===== src/rtl/core/tcw_pkg.sv =====
// ---------------------------------------------------------------------------
// Text console writer package
// Geometry constants, field types, microcode encoding and the microcode ROM
// that sequences the console's character and attribute store.
// ---------------------------------------------------------------------------
`default_nettype none

package tcw_pkg;

   // Screen geometry.
   localparam int COLUMNS = 80;
   localparam int ROWS    = 25;
   localparam int CELLS   = COLUMNS * ROWS;
   localparam int ADDR_W  = $clog2(CELLS);

   // Fixed field widths of the channels.
   localparam int POS_W  = 11;
   localparam int ROW_W  = 5;
   localparam int COL_W  = 7;
   localparam int BYTE_W = 8;
   localparam int CMD_W  = 2;

   localparam logic [7:0] BLANK_CHAR   = 8'd32;
   localparam logic [7:0] NEWLINE_CHAR = 8'd10;
   localparam logic [7:0] ATTR_RESET   = 8'h0F;

   typedef logic [ADDR_W-1:0] addr_type;
   typedef logic [ADDR_W:0]   addr_ext_type;
   typedef logic [POS_W-1:0]  pos_type;
   typedef logic [ROW_W-1:0]  row_type;
   typedef logic [COL_W-1:0]  col_type;
   typedef logic [BYTE_W-1:0] byte_type;

   // One stored cell: character in the upper byte, attribute in the lower.
   typedef logic [2*BYTE_W-1:0] cell_type;

   typedef enum logic [CMD_W-1:0] {
      CMD_PUT   = 2'd0,
      CMD_READ  = 2'd1,
      CMD_CLEAR = 2'd2,
      CMD_NONE  = 2'd3
   } cmd_type;

   // Microcode steps, in ROM order.
   typedef enum logic [3:0] {
      ST_INIT,
      ST_IDLE,
      ST_DISPATCH,
      ST_PUT,
      ST_NEWLINE,
      ST_CHECK,
      ST_COPY,
      ST_FILL,
      ST_OUT,
      ST_HOME,
      ST_READ
   } step_type;

   typedef enum logic [2:0] {
      CND_NEVER,
      CND_ALWAYS,
      CND_REQ,
      CND_LAST,
      CND_COPY_LAST,
      CND_NO_SCROLL,
      CND_OUT_FREE,
      CND_DISPATCH
   } cond_type;

   typedef enum logic [1:0] {
      PTR_HOLD,
      PTR_ZERO,
      PTR_INC
   } ptr_op_type;

   typedef enum logic [2:0] {
      MEM_NONE,
      MEM_BLANK_RESET,
      MEM_BLANK_ATTR,
      MEM_CHAR,
      MEM_COPY
   } mem_op_type;

   typedef enum logic [1:0] {
      RD_NONE,
      RD_CELL,
      RD_ROW_BELOW,
      RD_ROW_BELOW_NEXT
   } rd_op_type;

   typedef enum logic [1:0] {
      CUR_HOLD,
      CUR_HOME,
      CUR_CHAR,
      CUR_NEWLINE
   } cur_op_type;

   typedef struct packed {
      cond_type   cond;
      step_type   target;
      logic       stay;
      logic       accept;
      ptr_op_type ptr_op;
      mem_op_type mem_op;
      rd_op_type  rd_op;
      cur_op_type cur_op;
      logic       load_rsp;
   } ctrl_word_type;

   // Datapath status seen by the sequencer.
   typedef struct packed {
      logic    last;
      logic    copy_last;
      logic    scroll;
      cmd_type cmd;
      logic    newline;
   } status_type;

   // Result assembled by the datapath for the output register.
   typedef struct packed {
      pos_type  cursor_pos;
      row_type  cursor_row;
      col_type  cursor_col;
      byte_type read_char;
      byte_type read_attr;
      logic     scrolled;
   } result_type;

   // Microcode ROM: one control word per step.
   function automatic ctrl_word_type ucode_word(input step_type step);
      ctrl_word_type cw;
      cw.cond     = CND_NEVER;
      cw.target   = ST_IDLE;
      cw.stay     = 1'b0;
      cw.accept   = 1'b0;
      cw.ptr_op   = PTR_HOLD;
      cw.mem_op   = MEM_NONE;
      cw.rd_op    = RD_NONE;
      cw.cur_op   = CUR_HOLD;
      cw.load_rsp = 1'b0;
      case (step)
         ST_INIT: begin
            cw.mem_op = MEM_BLANK_RESET;
            cw.ptr_op = PTR_INC;
            cw.cond   = CND_LAST;
            cw.target = ST_IDLE;
            cw.stay   = 1'b1;
         end
         ST_IDLE: begin
            cw.accept = 1'b1;
            cw.ptr_op = PTR_ZERO;
            cw.cond   = CND_REQ;
            cw.target = ST_DISPATCH;
            cw.stay   = 1'b1;
         end
         ST_DISPATCH: begin
            cw.cond = CND_DISPATCH;
         end
         ST_PUT: begin
            cw.mem_op = MEM_CHAR;
            cw.cur_op = CUR_CHAR;
            cw.cond   = CND_ALWAYS;
            cw.target = ST_CHECK;
         end
         ST_NEWLINE: begin
            cw.cur_op = CUR_NEWLINE;
         end
         ST_CHECK: begin
            cw.rd_op  = RD_ROW_BELOW;
            cw.cond   = CND_NO_SCROLL;
            cw.target = ST_OUT;
         end
         ST_COPY: begin
            cw.mem_op = MEM_COPY;
            cw.rd_op  = RD_ROW_BELOW_NEXT;
            cw.ptr_op = PTR_INC;
            cw.cond   = CND_COPY_LAST;
            cw.target = ST_FILL;
            cw.stay   = 1'b1;
         end
         ST_FILL: begin
            cw.mem_op = MEM_BLANK_ATTR;
            cw.ptr_op = PTR_INC;
            cw.cond   = CND_LAST;
            cw.target = ST_OUT;
            cw.stay   = 1'b1;
         end
         ST_OUT: begin
            cw.load_rsp = 1'b1;
            cw.cond     = CND_OUT_FREE;
            cw.target   = ST_IDLE;
            cw.stay     = 1'b1;
         end
         ST_HOME: begin
            cw.cur_op = CUR_HOME;
            cw.cond   = CND_ALWAYS;
            cw.target = ST_FILL;
         end
         ST_READ: begin
            cw.rd_op  = RD_CELL;
            cw.cond   = CND_ALWAYS;
            cw.target = ST_OUT;
         end
         default: begin
            cw.cond   = CND_ALWAYS;
            cw.target = ST_IDLE;
         end
      endcase
      return cw;
   endfunction

   // Jump table for the command dispatch step.
   function automatic step_type dispatch_step(input cmd_type cmd, input logic newline);
      step_type step;
      case (cmd)
         CMD_PUT:   step = newline ? ST_NEWLINE : ST_PUT;
         CMD_READ:  step = ST_READ;
         CMD_CLEAR: step = ST_HOME;
         default:   step = ST_OUT;
      endcase
      return step;
   endfunction

endpackage

`default_nettype wire


===== src/rtl/core/tcw_sequencer.sv =====
// ---------------------------------------------------------------------------
// Text console microcode sequencer
// Step counter with conditional jumps; looks up the control word per step.
// ---------------------------------------------------------------------------
`default_nettype none

module tcw_sequencer (
   input  wire                    clock,
   input  wire                    reset,
   input  wire                    req_valid,
   input  wire                    out_free,
   input  tcw_pkg::status_type    status,
   output tcw_pkg::ctrl_word_type ctrl
);

   tcw_pkg::step_type pc_ff;
   tcw_pkg::step_type pc_in;
   logic              cond_true;

   // Output block: the ROM word for the current step.
   always_comb begin
      ctrl = tcw_pkg::ucode_word(pc_ff);
   end

   // Next-step block.
   always_comb begin
      case (ctrl.cond)
         tcw_pkg::CND_NEVER:     cond_true = 1'b0;
         tcw_pkg::CND_ALWAYS:    cond_true = 1'b1;
         tcw_pkg::CND_REQ:       cond_true = req_valid;
         tcw_pkg::CND_LAST:      cond_true = status.last;
         tcw_pkg::CND_COPY_LAST: cond_true = status.copy_last;
         tcw_pkg::CND_NO_SCROLL: cond_true = !status.scroll;
         tcw_pkg::CND_OUT_FREE:  cond_true = out_free;
         tcw_pkg::CND_DISPATCH:  cond_true = 1'b1;
         default:                cond_true = 1'b0;
      endcase

      if (cond_true) begin
         if (ctrl.cond == tcw_pkg::CND_DISPATCH) begin
            pc_in = tcw_pkg::dispatch_step(status.cmd, status.newline);
         end else begin
            pc_in = ctrl.target;
         end
      end else if (ctrl.stay) begin
         pc_in = pc_ff;
      end else begin
         pc_in = tcw_pkg::step_type'(pc_ff + 4'd1);
      end
   end

   always_ff @(posedge clock) begin
      if (reset) begin
         pc_ff <= tcw_pkg::ST_INIT;
      end else begin
         pc_ff <= pc_in;
      end
   end

endmodule

`default_nettype wire


===== config.mk =====
export PLATFORM = sky130hd
export DESIGN_NAME = tcw_sequencer
export DESIGN_NICKNAME = d
export VERILOG_FILES = /design/src/rtl/core/tcw_pkg.sv /design/src/rtl/core/tcw_sequencer.sv
export SDC_FILE = /design/constraint.sdc
export NUM_CORES = 1
export LEC_CHECK = 0
export ABC_AREA = 0
export BUFFER_PORTS_ARGS = -buffer_cell sky130_fd_sc_hd__buf_2
export CAP_MARGIN = 20
export CORE_ASPECT_RATIO = 1.1
export CORE_UTILIZATION = 46
export CTS_BUF_LIST = sky130_fd_sc_hd__clkbuf_2 sky130_fd_sc_hd__clkbuf_4 sky130_fd_sc_hd__clkbuf_8
export DETAILED_ROUTE_END_ITERATION = 7
export PLACE_DENSITY = 0.79
export SYNTH_ARGS = -nofsm -noshare
export SYNTH_HDL_FRONTEND = slang
export SYNTH_SLANG_ARGS = --single-unit
export TNS_END_PERCENT = 100

===== constraint.sdc =====
create_clock -name clock -period 2.3 [get_ports clock]
set_clock_uncertainty 0.05 [all_clocks]
set_input_delay 0.46 -clock clock [delete_from_list [all_inputs] [get_ports clock]]
set_output_delay 0.46 -clock clock [all_outputs]
set_load 0.1 [all_outputs]

* Word level (Yosys, flattened, before mapping)
Cells that the tools add are included.
** Operators by class
- $add $sub $neg :: 1
- Equality and inequality tests :: 20
- Multiplexer cells :: 15
- Reductions and logical operators :: 10
** Operators by type and width (count)
- 3-bit one-hot mux with 7 select lines :: 1
- 4-bit by 3-bit == test with 1-bit output (second input constant) :: 4
- 4-bit one-hot mux with 4 select lines :: 1
- 3-bit == test (second input constant) :: 4
- 4-bit == test (second input constant) :: 3
- 4-bit 2-to-1 mux :: 3
- 2-bit one-hot mux with 3 select lines :: 2
- 3-bit one-hot mux with 4 select lines :: 1
- 4-bit one-hot mux with 3 select lines :: 1
- 4-bit by 2-bit == test with 1-bit output (second input constant) :: 2
- 1-bit one-hot mux with 7 select lines :: 1
- 3-bit by 2-bit == test with 1-bit output (second input constant) :: 2
- 2-bit OR reduction :: 3
- 3-bit OR reduction :: 2
- 5-bit OR reduction :: 1
- 4-bit by 1-bit adder with 4-bit output (second input constant) :: 1
- 4-bit by 1-bit == test with 1-bit output (second input constant) :: 1
- 4-bit logical NOT :: 1
- 2-bit one-hot mux with 2 select lines :: 1
- 3-bit by 1-bit == test with 1-bit output (second input constant) :: 1
- 3-bit logical NOT :: 1
- 1-bit 2-to-1 mux :: 3
- 3-bit 2-to-1 mux :: 1
- 2-bit by 1-bit == test with 1-bit output (second input constant) :: 1
- 4 further kinds :: 4
** Storage, ports and cells
- Bits in registers :: 4
- Input bits :: 10
- Output and inout bits :: 19

* Depth between registers and ports, before layout
Gate-level depths: netlist (run 1).
- Depth after elaboration :: 7
- Depth in mapped cells :: 8
- Mapped depth without buffers :: 7

* Worst setup path before layout (run 1)
No wires, ideal clock.
- Kind :: register to register
- Start point :: reg pc_ff[1]
- End point :: reg pc_ff[0]
- Setup time :: 121 ps
- Arrival time :: 3829 ps
- Required time :: 2129 ps
- Slack :: -1700 ps
- Stages on the path, launching flop included :: 8
- Period minus slack after synthesis :: 4000 ps
- Cells stage by stage :: dfxtp_1 -> inv_1 -> ha_1 -> a21oi_1 -> o21ai_0 -> o31a_1 -> o2bb2ai_2 -> mux2_4
** RTL lines
- start: declaration :: RTL line tcw_sequencer.sv:16 : tcw_pkg::step_type pc_ff;
- start signal: assignment :: RTL line tcw_sequencer.sv:54 : pc_ff <= tcw_pkg::ST_INIT;
- start signal: assignment :: RTL line tcw_sequencer.sv:56 : pc_ff <= pc_in;

==> impl_metrics.csv, run 1 <==
group,metric,value,unit
floorplanning,start_util,50.3,%
synth,ys.flop_type,"dfxtp_1",
critical_path,critical_path_class,"register to primary output",
sta,period_needed,2.27,ns
placed_design,io_buffers,28,
sta,relSlewSlack,60.1,%
grt,grt_pass1_wl,4550,um
floorplanning,rows,15,
placed_design,place_ws,0.000986,ns
layout,top_register,"pc_ff",
critical_path,cp-end-kind,"primary output",
detailed_routing,first_pass_iters,4,
clocking,htree_levels,1,
floorplanning,die-width,41.8,um
detailed_routing,via_per_inst,6.41,
layout,largest_reg_flops,4,
grt,grt_max_degree,13,
floorplanning,dieHeight,45.8,um
detailed_routing,antenna_left,0,
layout,fillers,76,
clocking,clockBufferDepth,2,
synth,yosysSeqAreaShare,9.98,%
sta,tightest_slew,0.598,ns
synth,synth_common_cells,"8 x inv_1, 8 x nor2_1, 7 x mux2i_1",
grt,grt_pass1_vias,972,
layout,finalInstanceArea,1420,um^2
min_path,hold_class,"primary input to register",
floorplanning,die_area,1910,um^2
layout,reg_top3,"pc_ff (4)",
floorplanning,io_pins,29,
layout,n_antenna_cell,0,
detailed_routing,dr_total_vias,994,
synth,avgSynthCellArea,7.71,um^2
grt,track_usage,31.5,%
clocking,holdBufCountCts,0,
placed_design,dpl-instance-area,1330,um^2
placed_design,place.gp.congestion,0.772,
detailed_routing,drtIter0Drc,57,
sta,setup_viol,0,
layout,final_nets,154,
sta,slew_violations,0,
synth,synthCells,104,
sta,hold_viol_final,0,
synth,ys_types,49,
detailed_routing,drc,0,
clocking,numCtsBuffers,3,
clocking,cts_tree,"yes",
placed_design,hpwl,2010,um
clocking,cts_root_buf,"clkbuf_4",
synth,yosysTopAreaCellShare,9.98,%
floorplanning,fp.coreArea,1600,um^2
sta,whs,0.532,ns
placed_design,numPlacedInstances,151,
synth,synth_area_leaders,"dfxtp_1 10%, mux2i_1 8.7%, ha_1 6.2%",
clocking,clk_latency,0.25,ns
synth,ys_warn_count,0,
synth,synth_area_leader_cell,"dfxtp_1",
critical_path,cp.arrival,1.76,ns
layout,syn_to_final_growth,77.4,%
clocking,cts.sinks,4,
detailed_routing,wl_per_cell,19.8,um
synth,synth_area,802,um^2
layout,finalNonFillerCells,155,
synth,synth_seq_cells,4,
job,maxCapViolCount,0,
detailed_routing,routed_wirelength,3070,um
sta,worst_slack,0.0296,ns
synth,async_flop_share,0,%
grt,grt.overflow.total,0,
synth,synth_edf_count,0,
critical_path,path_max_fanout,5,
sta,period_share,98.7,%
critical_path,cp-start-kind,"register",
sta,rsz0062_at_grt,"true",
layout,layout-drive-gt1-share,57.2,%
critical_path,critical_path_required,1.79,ns
status,outcome,"complete, no violations",
sta,max_clock_freq,440,MHz
grt,antenna_found_initial,0,
synth,syn_nets,118,
clocking,clk_pin_slew,0.03,ns
-- kinds of logic after synthesis --
| group | share of synthesized area [%] |
|---|---|
| AND/OR/NAND/NOR | 29.5 |
| multiplexers | 13.9 |
| AO/OA/AOI/OAI | 30.3 |
| buffers and inverters | 10.1 |
| flip-flops | 9.98 |
| adder cells (fa/ha/maj) | 6.24 |
-- worst max-delay path: stages, from the launching register on --
cell and delay (ns):
dfxtp_2 0.43, inv_2 0.08, ha_2 0.22, nor2_2 0.15, mux2_4 0.34, nor2_4 0.13
buf_12 0.18
-- worst paths after layout --
kind                  from        to  slack [ns]  cells after the start
setup / recovery  pc_ff[1]  ctrl[16]        0.03                      6
hold / removal       reset  pc_ff[1]        0.53                      3
setup reg to reg  pc_ff[1]  pc_ff[2]        0.03                      7
hold reg to reg   pc_ff[1]  pc_ff[1]        0.68                      3
-- per-stage QoR --
step	utilization, %	setup TNS (ns)
after global routing	89.2	-0.0155
after detailed placement	83.2	0
after CTS	86.7	-0.0249
final	89.2	0
after global placement	83.2	0
after floorplan	-	-1.76
-- cells in the final DEF, fill, tap and decap left out, drive strengths merged, types with 2 or more instances in the layout --
master  instances
nor2b           5
nand2b          2
nand2           4
and2            2
buf            40
a21oi           5
o21ai           5
mux2            3
mux2i           7
inv             8
ha              4
nor2            8
nand3           3
o21a            2
dfxtp           4
clkbuf          3
nor3            4
nor4            2
or2             2
a21o            3
-- metal layers --
layer	global-route usage [%]	wire, um	part of all wire, %
met1	35.5	1180	39
met4	14.8	118	3.8
met5	0	0	0
met2	57.5	1590	52
met3	6.35	173	5.6
-- cell type report --
type                       instances  area [um^2]  share of cell area [%]
multi-input combinational         83          807                    56.7
timing repair buffer              40          455                    32.0
sequential                         4         86.3                    6.07
inverter                           8         30.0                    2.11
clock buffer                       3         22.5                    1.58
tap                               17         21.3                    1.50
-- repair_timing --
item,CTS,global route
endpoints found under the hold margin,0,0
setup buffers,1,0
resized for setup,8,9
pin swaps,1,1
setup endpoints to repair,10,15
Power of run 1 is left out: the tool's default activity adds up to more than one toggle a clock period on the data nets, which glitch-free logic cannot reach.
==> run 2, diff against run 1 <==
--- a/config.mk
+++ b/config.mk
@@ -6,12 +6,11 @@
 export NUM_CORES = 1
 export LEC_CHECK = 0
 export ABC_AREA = 0
-export BUFFER_PORTS_ARGS = -buffer_cell sky130_fd_sc_hd__buf_2
 export CAP_MARGIN = 20
-export CORE_ASPECT_RATIO = 1.1
-export CORE_UTILIZATION = 46
+export CORE_UTILIZATION = 59
 export CTS_BUF_LIST = sky130_fd_sc_hd__clkbuf_2 sky130_fd_sc_hd__clkbuf_4 sky130_fd_sc_hd__clkbuf_8
 export DETAILED_ROUTE_END_ITERATION = 7
+export DONT_BUFFER_PORTS = 1
 export PLACE_DENSITY = 0.79
 export SYNTH_ARGS = -nofsm -noshare
 export SYNTH_HDL_FRONTEND = slang
==> run 2 against run 1 <==
The flow now stops in detailed placement. Synthesized area stayed put. Synthesized cell count stayed put.
==> impl_metrics.csv, run 2 <==
group,metric,value,unit
synth,synth_area_leader_cell,"dfxtp_1",
floorplanning,start_util,67.6,%
synth,async_flop_share,0,%
synth,synth_seq_cells,4,
synth,synth_common_cells,"8 x inv_1, 8 x nor2_1, 7 x mux2i_1",
synth,synthCells,104,
synth,synth_edf_count,0,
synth,syn_nets,118,
synth,yosysSeqAreaShare,9.98,%
synth,synth_area_leaders,"dfxtp_1 10%, mux2i_1 8.7%, ha_1 6.2%",
floorplanning,die-width,38.9,um
synth,yosysTopAreaCellShare,9.98,%
placed_design,place.gp.congestion,0.840,
synth,ys_types,49,
floorplanning,io_pins,29,
synth,ys.flop_type,"dfxtp_1",
synth,ys_warn_count,0,
synth,avgSynthCellArea,7.71,um^2
floorplanning,dieHeight,38.9,um
synth,synth_area,802,um^2
floorplanning,rows,12,
status,tool.error,"[ERROR DPL-0038] Utilization greater than 100%, impossible to legalize",
placed_design,io_buffers,0,
status,haltStage,"detailed placement",
status,outcome,"stopped before the end",
==> run 2: cell counts after synthesis <==
Identical to the previous run, type by type.
==> run 2: logic make-up after synthesis <==
group	count (synthesis)	share of synthesized area [%]
adders and majority gates	4	6.24
muxes	10	13.9
DFF	4	9.98
buffers and inverters	17	10.1
AOI/OAI and AO/OA	31	30.3
and+or+nand+nor	38	29.5
==> run 2: through the flow <==
stage	cells	hold WS [ns]	instance area, um^2	setup TNS [ns]
floorplan	104	0.534	921	-1.76
global placement	138	0.564	1260	0
==> run 3, diff against run 2 <==
--- a/config.mk
+++ b/config.mk
@@ -7,11 +7,11 @@
 export LEC_CHECK = 0
 export ABC_AREA = 0
 export CAP_MARGIN = 20
-export CORE_UTILIZATION = 59
-export CTS_BUF_LIST = sky130_fd_sc_hd__clkbuf_2 sky130_fd_sc_hd__clkbuf_4 sky130_fd_sc_hd__clkbuf_8
+export CORE_AREA = 2 2 63 65
 export DETAILED_ROUTE_END_ITERATION = 7
+export DIE_AREA = 0 0 65 67
 export DONT_BUFFER_PORTS = 1
-export PLACE_DENSITY = 0.79
+export PLACE_DENSITY_LB_ADDON = 0.15
 export SYNTH_ARGS = -nofsm -noshare
 export SYNTH_HDL_FRONTEND = slang
 export SYNTH_SLANG_ARGS = --single-unit
==> constraint.sdc (replaced) <==
create_clock -name clock -period 3 [get_ports clock]
set_clock_uncertainty 0.05 [all_clocks]
set_input_delay 0.6 -clock clock [delete_from_list [all_inputs] [get_ports clock]]
set_output_delay 0.6 -clock clock [all_outputs]
set_load 0.1 [all_outputs]
==> run 3 against run 2 <==
The run now ends clean.
==> impl_metrics.csv, run 3 (synthesis gave the netlist of run 1 again) <==
group,metric,value,unit
layout,top_register,"pc_ff",
layout,layout-drive-gt1-share,38.1,%
job,maxCapViolCount,0,
layout,n_antenna_cell,0,
placed_design,place_ws,0.536,ns
critical_path,critical_path_class,"register to primary output",
floorplanning,io_pins,29,
sta,whs,0.507,ns
clocking,postCtsSetupRepairBufs,0,
grt,grt_pass1_vias,766,
sta,relSlewSlack,50.3,%
placed_design,place.gp.congestion,0.722,
detailed_routing,first_pass_iters,4,
critical_path,cp_slowest_cell,"dfxtp_1",
min_path,hold_depth,2,
clocking,cts_root_buf,"clkbuf_8",
layout,final_nets,134,
critical_path,cp-start-kind,"register",
layout,largest_reg_flops,4,
floorplanning,dieHeight,67,um
clocking,cts_tree,"yes",
floorplanning,die_area,4360,um^2
layout,reg_top3,"pc_ff (4)",
critical_path,cp_cell_sequence,"inv_1, ha_1, nor2_1, mux2_2, nor2_2, buf_12",
detailed_routing,dr_total_vias,808,
detailed_routing,drc,0,
clocking,cts.repair.resized,0,
clocking,clk_pin_slew,0.03,ns
floorplanning,fp.coreArea,3610,um^2
critical_path,max_stage_delay,0.38,ns
sta,setup_viol,0,
sta,tightest_slew,0.744,ns
sta,hold_viol_final,0,
layout,syn_to_final_growth,37.3,%
layout,finalNonFillerCells,166,
grt,track_usage,10.5,%
sta,max_clock_freq,381,MHz
placed_design,hpwl,1760,um
clocking,holdBufCountCts,0,
detailed_routing,via_per_inst,4.87,
clocking,clockBufferDepth,2,
grt,grt.overflow.total,0,
floorplanning,die-width,65,um
grt,grt_pass1_wl,3600,um
detailed_routing,routed_wirelength,2200,um
critical_path,crit_family,"flip-flops",
critical_path,critical_path_required,2.35,ns
status,outcome,"complete, no violations",
clocking,clk_latency,0.21,ns
sta,period_needed,2.63,ns
floorplanning,rows,22,
critical_path,cp-end-kind,"primary output",
critical_path,path_max_fanout,14,
min_path,min_from,"reset",
min_path,hold_class,"primary input to register",
sta,worst_slack,0.372,ns
grt,antenna_found_initial,0,
clocking,numCtsBuffers,3,
detailed_routing,wl_per_cell,13.2,um
layout,mostFrequentLayoutCells,"18 x buf_4, 8 x inv_1, 7 x nor2_1, 6 x mux2i_1",
critical_path,r2r-end,"pc_ff[2]",
grt,grt_max_degree,19,
clocking,htree_levels,1,
clocking,cts.sinks,4,
critical_path,reg2reg_from,"pc_ff[0]",
sta,period_share,87.6,%
critical_path,reg2reg_setup_slack,0.54,ns
layout,final_common_cell,"buf_4",
critical_path,cp.arrival,1.98,ns
placed_design,numPlacedInstances,163,
layout,fillers,393,
critical_path,reg2reg_depth,7,
placed_design,io_buffers,0,
floorplanning,start_util,22.2,%
min_path,hold_path_end,"pc_ff[1]",
sta,slew_violations,0,
detailed_routing,drtIter0Drc,64,
critical_path,worst-path-buf-inv,2,
detailed_routing,antenna_left,0,
sta,rsz0062_at_grt,"false",
[run 3: through the flow]
| step | area [um^2] | utilization [%] | TNS [ns] |
|---|---|---|---|
| global route | 1100 | 30.5 | 0 |
| CTS | 1100 | 30.5 | 0 |
| detailed placement | 1060 | 29.4 | 0 |
| floorplan | 826 | - | -1.30 |
| global placement | 1060 | 29.4 | 0 |
| finish | 1100 | 30.5 | 0 |
[run 3: worst register-to-register path, stage by stage, from the launching register on]
cell and delay, ns:
dfxtp_1 0.38, inv_1 0.10, ha_1 0.36, nor3_1 0.40, o31ai_4 0.11, a221o_1 0.42, a2bb2oi_2 0.22, mux2_4 0.31
[run 3: worst max-delay path by stage]
stage,end,startpoint,slack [ns],cells past startpoint
floorplan,pc_ff[0],pc_ff[0],-0.36,7
global placement,pc_ff[2],pc_ff[0],0.60,7
detailed placement,pc_ff[2],pc_ff[0],0.54,7
CTS,ctrl[16],pc_ff[0],0.36,6
global route,ctrl[16],pc_ff[0],0.24,6
finish,ctrl[16],pc_ff[0],0.37,6
[run 3: per-layer routing]
layer | vias to the layer above | GRT usage (%) | wire length [um] | share of wire [%]
li1 | 409 | - | - | -
met1 | 374 | 14.7 | 1100 | 50
met2 | 25 | 16.4 | 964 | 44
met3 | 0 | 3.89 | 127 | 5.8
met4 | 0 | 0 | 0 | 0
met5 | - | 0 | 0 | 0
[run 3: area by class of cell]
cell class,instances,area [um^2],share of cell area [%]
sequential,4,80.1,7.27
inverter,8,30.0,2.73
tap,48,60.1,5.45
clock buffer,3,41.3,3.75
timing repair buffer,20,183,16.6
multi-input combinational,83,707,64.2
Power of run 3 is left out for the same reason.
==> run 4, diff against run 3 <==
--- a/config.mk
+++ b/config.mk
@@ -11,7 +11,7 @@
 export DETAILED_ROUTE_END_ITERATION = 7
 export DIE_AREA = 0 0 65 67
 export DONT_BUFFER_PORTS = 1
-export PLACE_DENSITY_LB_ADDON = 0.15
+export PLACE_DENSITY = 0.43
 export SYNTH_ARGS = -nofsm -noshare
 export SYNTH_HDL_FRONTEND = slang
 export SYNTH_SLANG_ARGS = --single-unit
==> run 4 against run 3 <==
Global-route usage rose by 0.092 points. Utilization did not move. Via count rose by 0.74%. Sequential cell count did not move. Maximum frequency fell by 0.31%. Final cell count did not move. First-iteration DRC count fell by 23%. Worst setup slack got worse by 0.0082 ns. Die area did not move. Sequential share of layout area did not move. Non-clock buffer count did not move. Critical endpoint unchanged.
==> impl_metrics.csv, run 4 (synthesis gave the netlist of run 1 again) <==
group,metric,value,unit
layout,syn_to_final_growth,37.3,%
floorplanning,rows,22,
status,outcome,"complete, no violations",
sta,max_clock_freq,379,MHz
placed_design,io_buffers,0,
sta,relSlewSlack,51.3,%
grt,use_met1,13.4,%
sta,rsz0062_at_grt,"false",
critical_path,cp-end-kind,"primary output",
placed_design,place.gp.congestion,0.718,
sta,worst_slack,0.364,ns
critical_path,critical_path_class,"register to primary output",
layout,top_register,"pc_ff",
placed_design,numPlacedInstances,163,
detailed_routing,wl_per_cell,12.9,um
sta,slew_violations,0,
clocking,clk_pin_slew,0.03,ns
grt,grt_use_met2,17.0,%
floorplanning,die-width,65,um
grt,track_usage,10.6,%
grt,grt_max_degree,18,
sta,setup_viol,0,
floorplanning,start_util,22.2,%
critical_path,critical_path_required,2.35,ns
layout,finalNonFillerCells,166,
grt,grt_pass1_vias,795,
job,maxCapViolCount,0,
clocking,holdBufCountCts,0,
sta,whs,0.513,ns
detailed_routing,dr_total_vias,814,
detailed_routing,first_pass_iters,4,
floorplanning,die_area,4360,um^2
layout,fillers,394,
grt,antenna_found_initial,0,
layout,final_common_cell,"buf_4",
detailed_routing,antenna_left,0,
detailed_routing,via_per_inst,4.90,
layout,reg_top3,"pc_ff (4)",
floorplanning,io_pins,29,
layout,mostFrequentLayoutCells,"18 x buf_4, 8 x inv_1, 7 x nor2_1, 6 x mux2i_1",
floorplanning,dieHeight,67,um
clocking,clk_latency,0.21,ns
clocking,postCtsSetupRepairBufs,0,
layout,layout-drive-gt1-share,38.1,%
grt,grt.overflow.total,0,
clocking,clockBufferDepth,2,
layout,largest_reg_flops,4,
critical_path,cp.arrival,1.99,ns
critical_path,path_max_fanout,14,
placed_design,hpwl,1740,um
clocking,cts.repair.resized,0,
sta,tightest_slew,0.729,ns
detailed_routing,drc,0,
sta,hold_viol_final,0,
clocking,htree_levels,1,
placed_design,place_ws,0.502,ns
sta,finalSetupTns,0,ns
detailed_routing,routed_wirelength,2140,um
layout,final_nets,134,
layout,n_antenna_cell,0,
sta,period_needed,2.64,ns
floorplanning,fp.coreArea,3610,um^2
sta,period_share,87.9,%
clocking,numCtsBuffers,3,
clocking,cts_tree,"yes",
grt,grt-busiest-layer,"met2",
grt,met3_usage,4.22,%
clocking,cts_root_buf,"clkbuf_8",
clocking,cts.sinks,4,
detailed_routing,drtIter0Drc,49,
grt,grt_pass1_wl,3600,um
critical_path,cp-start-kind,"register",
min_path,hold_class,"primary input to register",
[run 4: cell counts in the layout (fill, tap and decap cells not counted)]
Identical to the previous run, type by type.
[run 4: worst max-delay path, cell delays in order, from the launching register on]
cell and delay [ns]:
dfxtp_1 0.38, inv_1 0.10, ha_1 0.36, nor2_1 0.23, mux2_2 0.38, nor2_2 0.13
buf_12 0.19
[run 4: final timing paths]
path             from       end  slack, ns  cells after the start
max          pc_ff[0]  ctrl[16]       0.36                      6
min             reset  pc_ff[1]       0.51                      2
max reg2reg  pc_ff[0]  pc_ff[2]       0.49                      7
min reg2reg  pc_ff[1]  pc_ff[1]       0.60                      3
[run 4: per-stage QoR]
stage | util [%] | area [um^2]
after floorplan | - | 826
after global placement | 29.4 | 1060
after detailed placement | 29.4 | 1060
after CTS | 30.5 | 1100
after global routing | 30.5 | 1100
final | 30.5 | 1100
[run 4: final cells by class]
| type | count | area (um^2) | area share, % |
|---|---|---|---|
| Clock buffer | 3 | 41.3 | 3.75 |
| Inverter | 8 | 30.0 | 2.73 |
| Sequential cell | 4 | 80.1 | 7.27 |
| Tap cell | 48 | 60.1 | 5.45 |
| Timing Repair Buffer | 20 | 183 | 16.6 |
| Multi-Input combinational cell | 83 | 707 | 64.2 |
[run 4: metal layers]
metal | wire length [um] | vias to the layer above
met2 | 958 | 24
li1 | - | 407
met3 | 153 | 4
met1 | 998 | 379
met4 | 33 | 0
met5 | 0 | -
Power of run 4 is left out for the same reason.
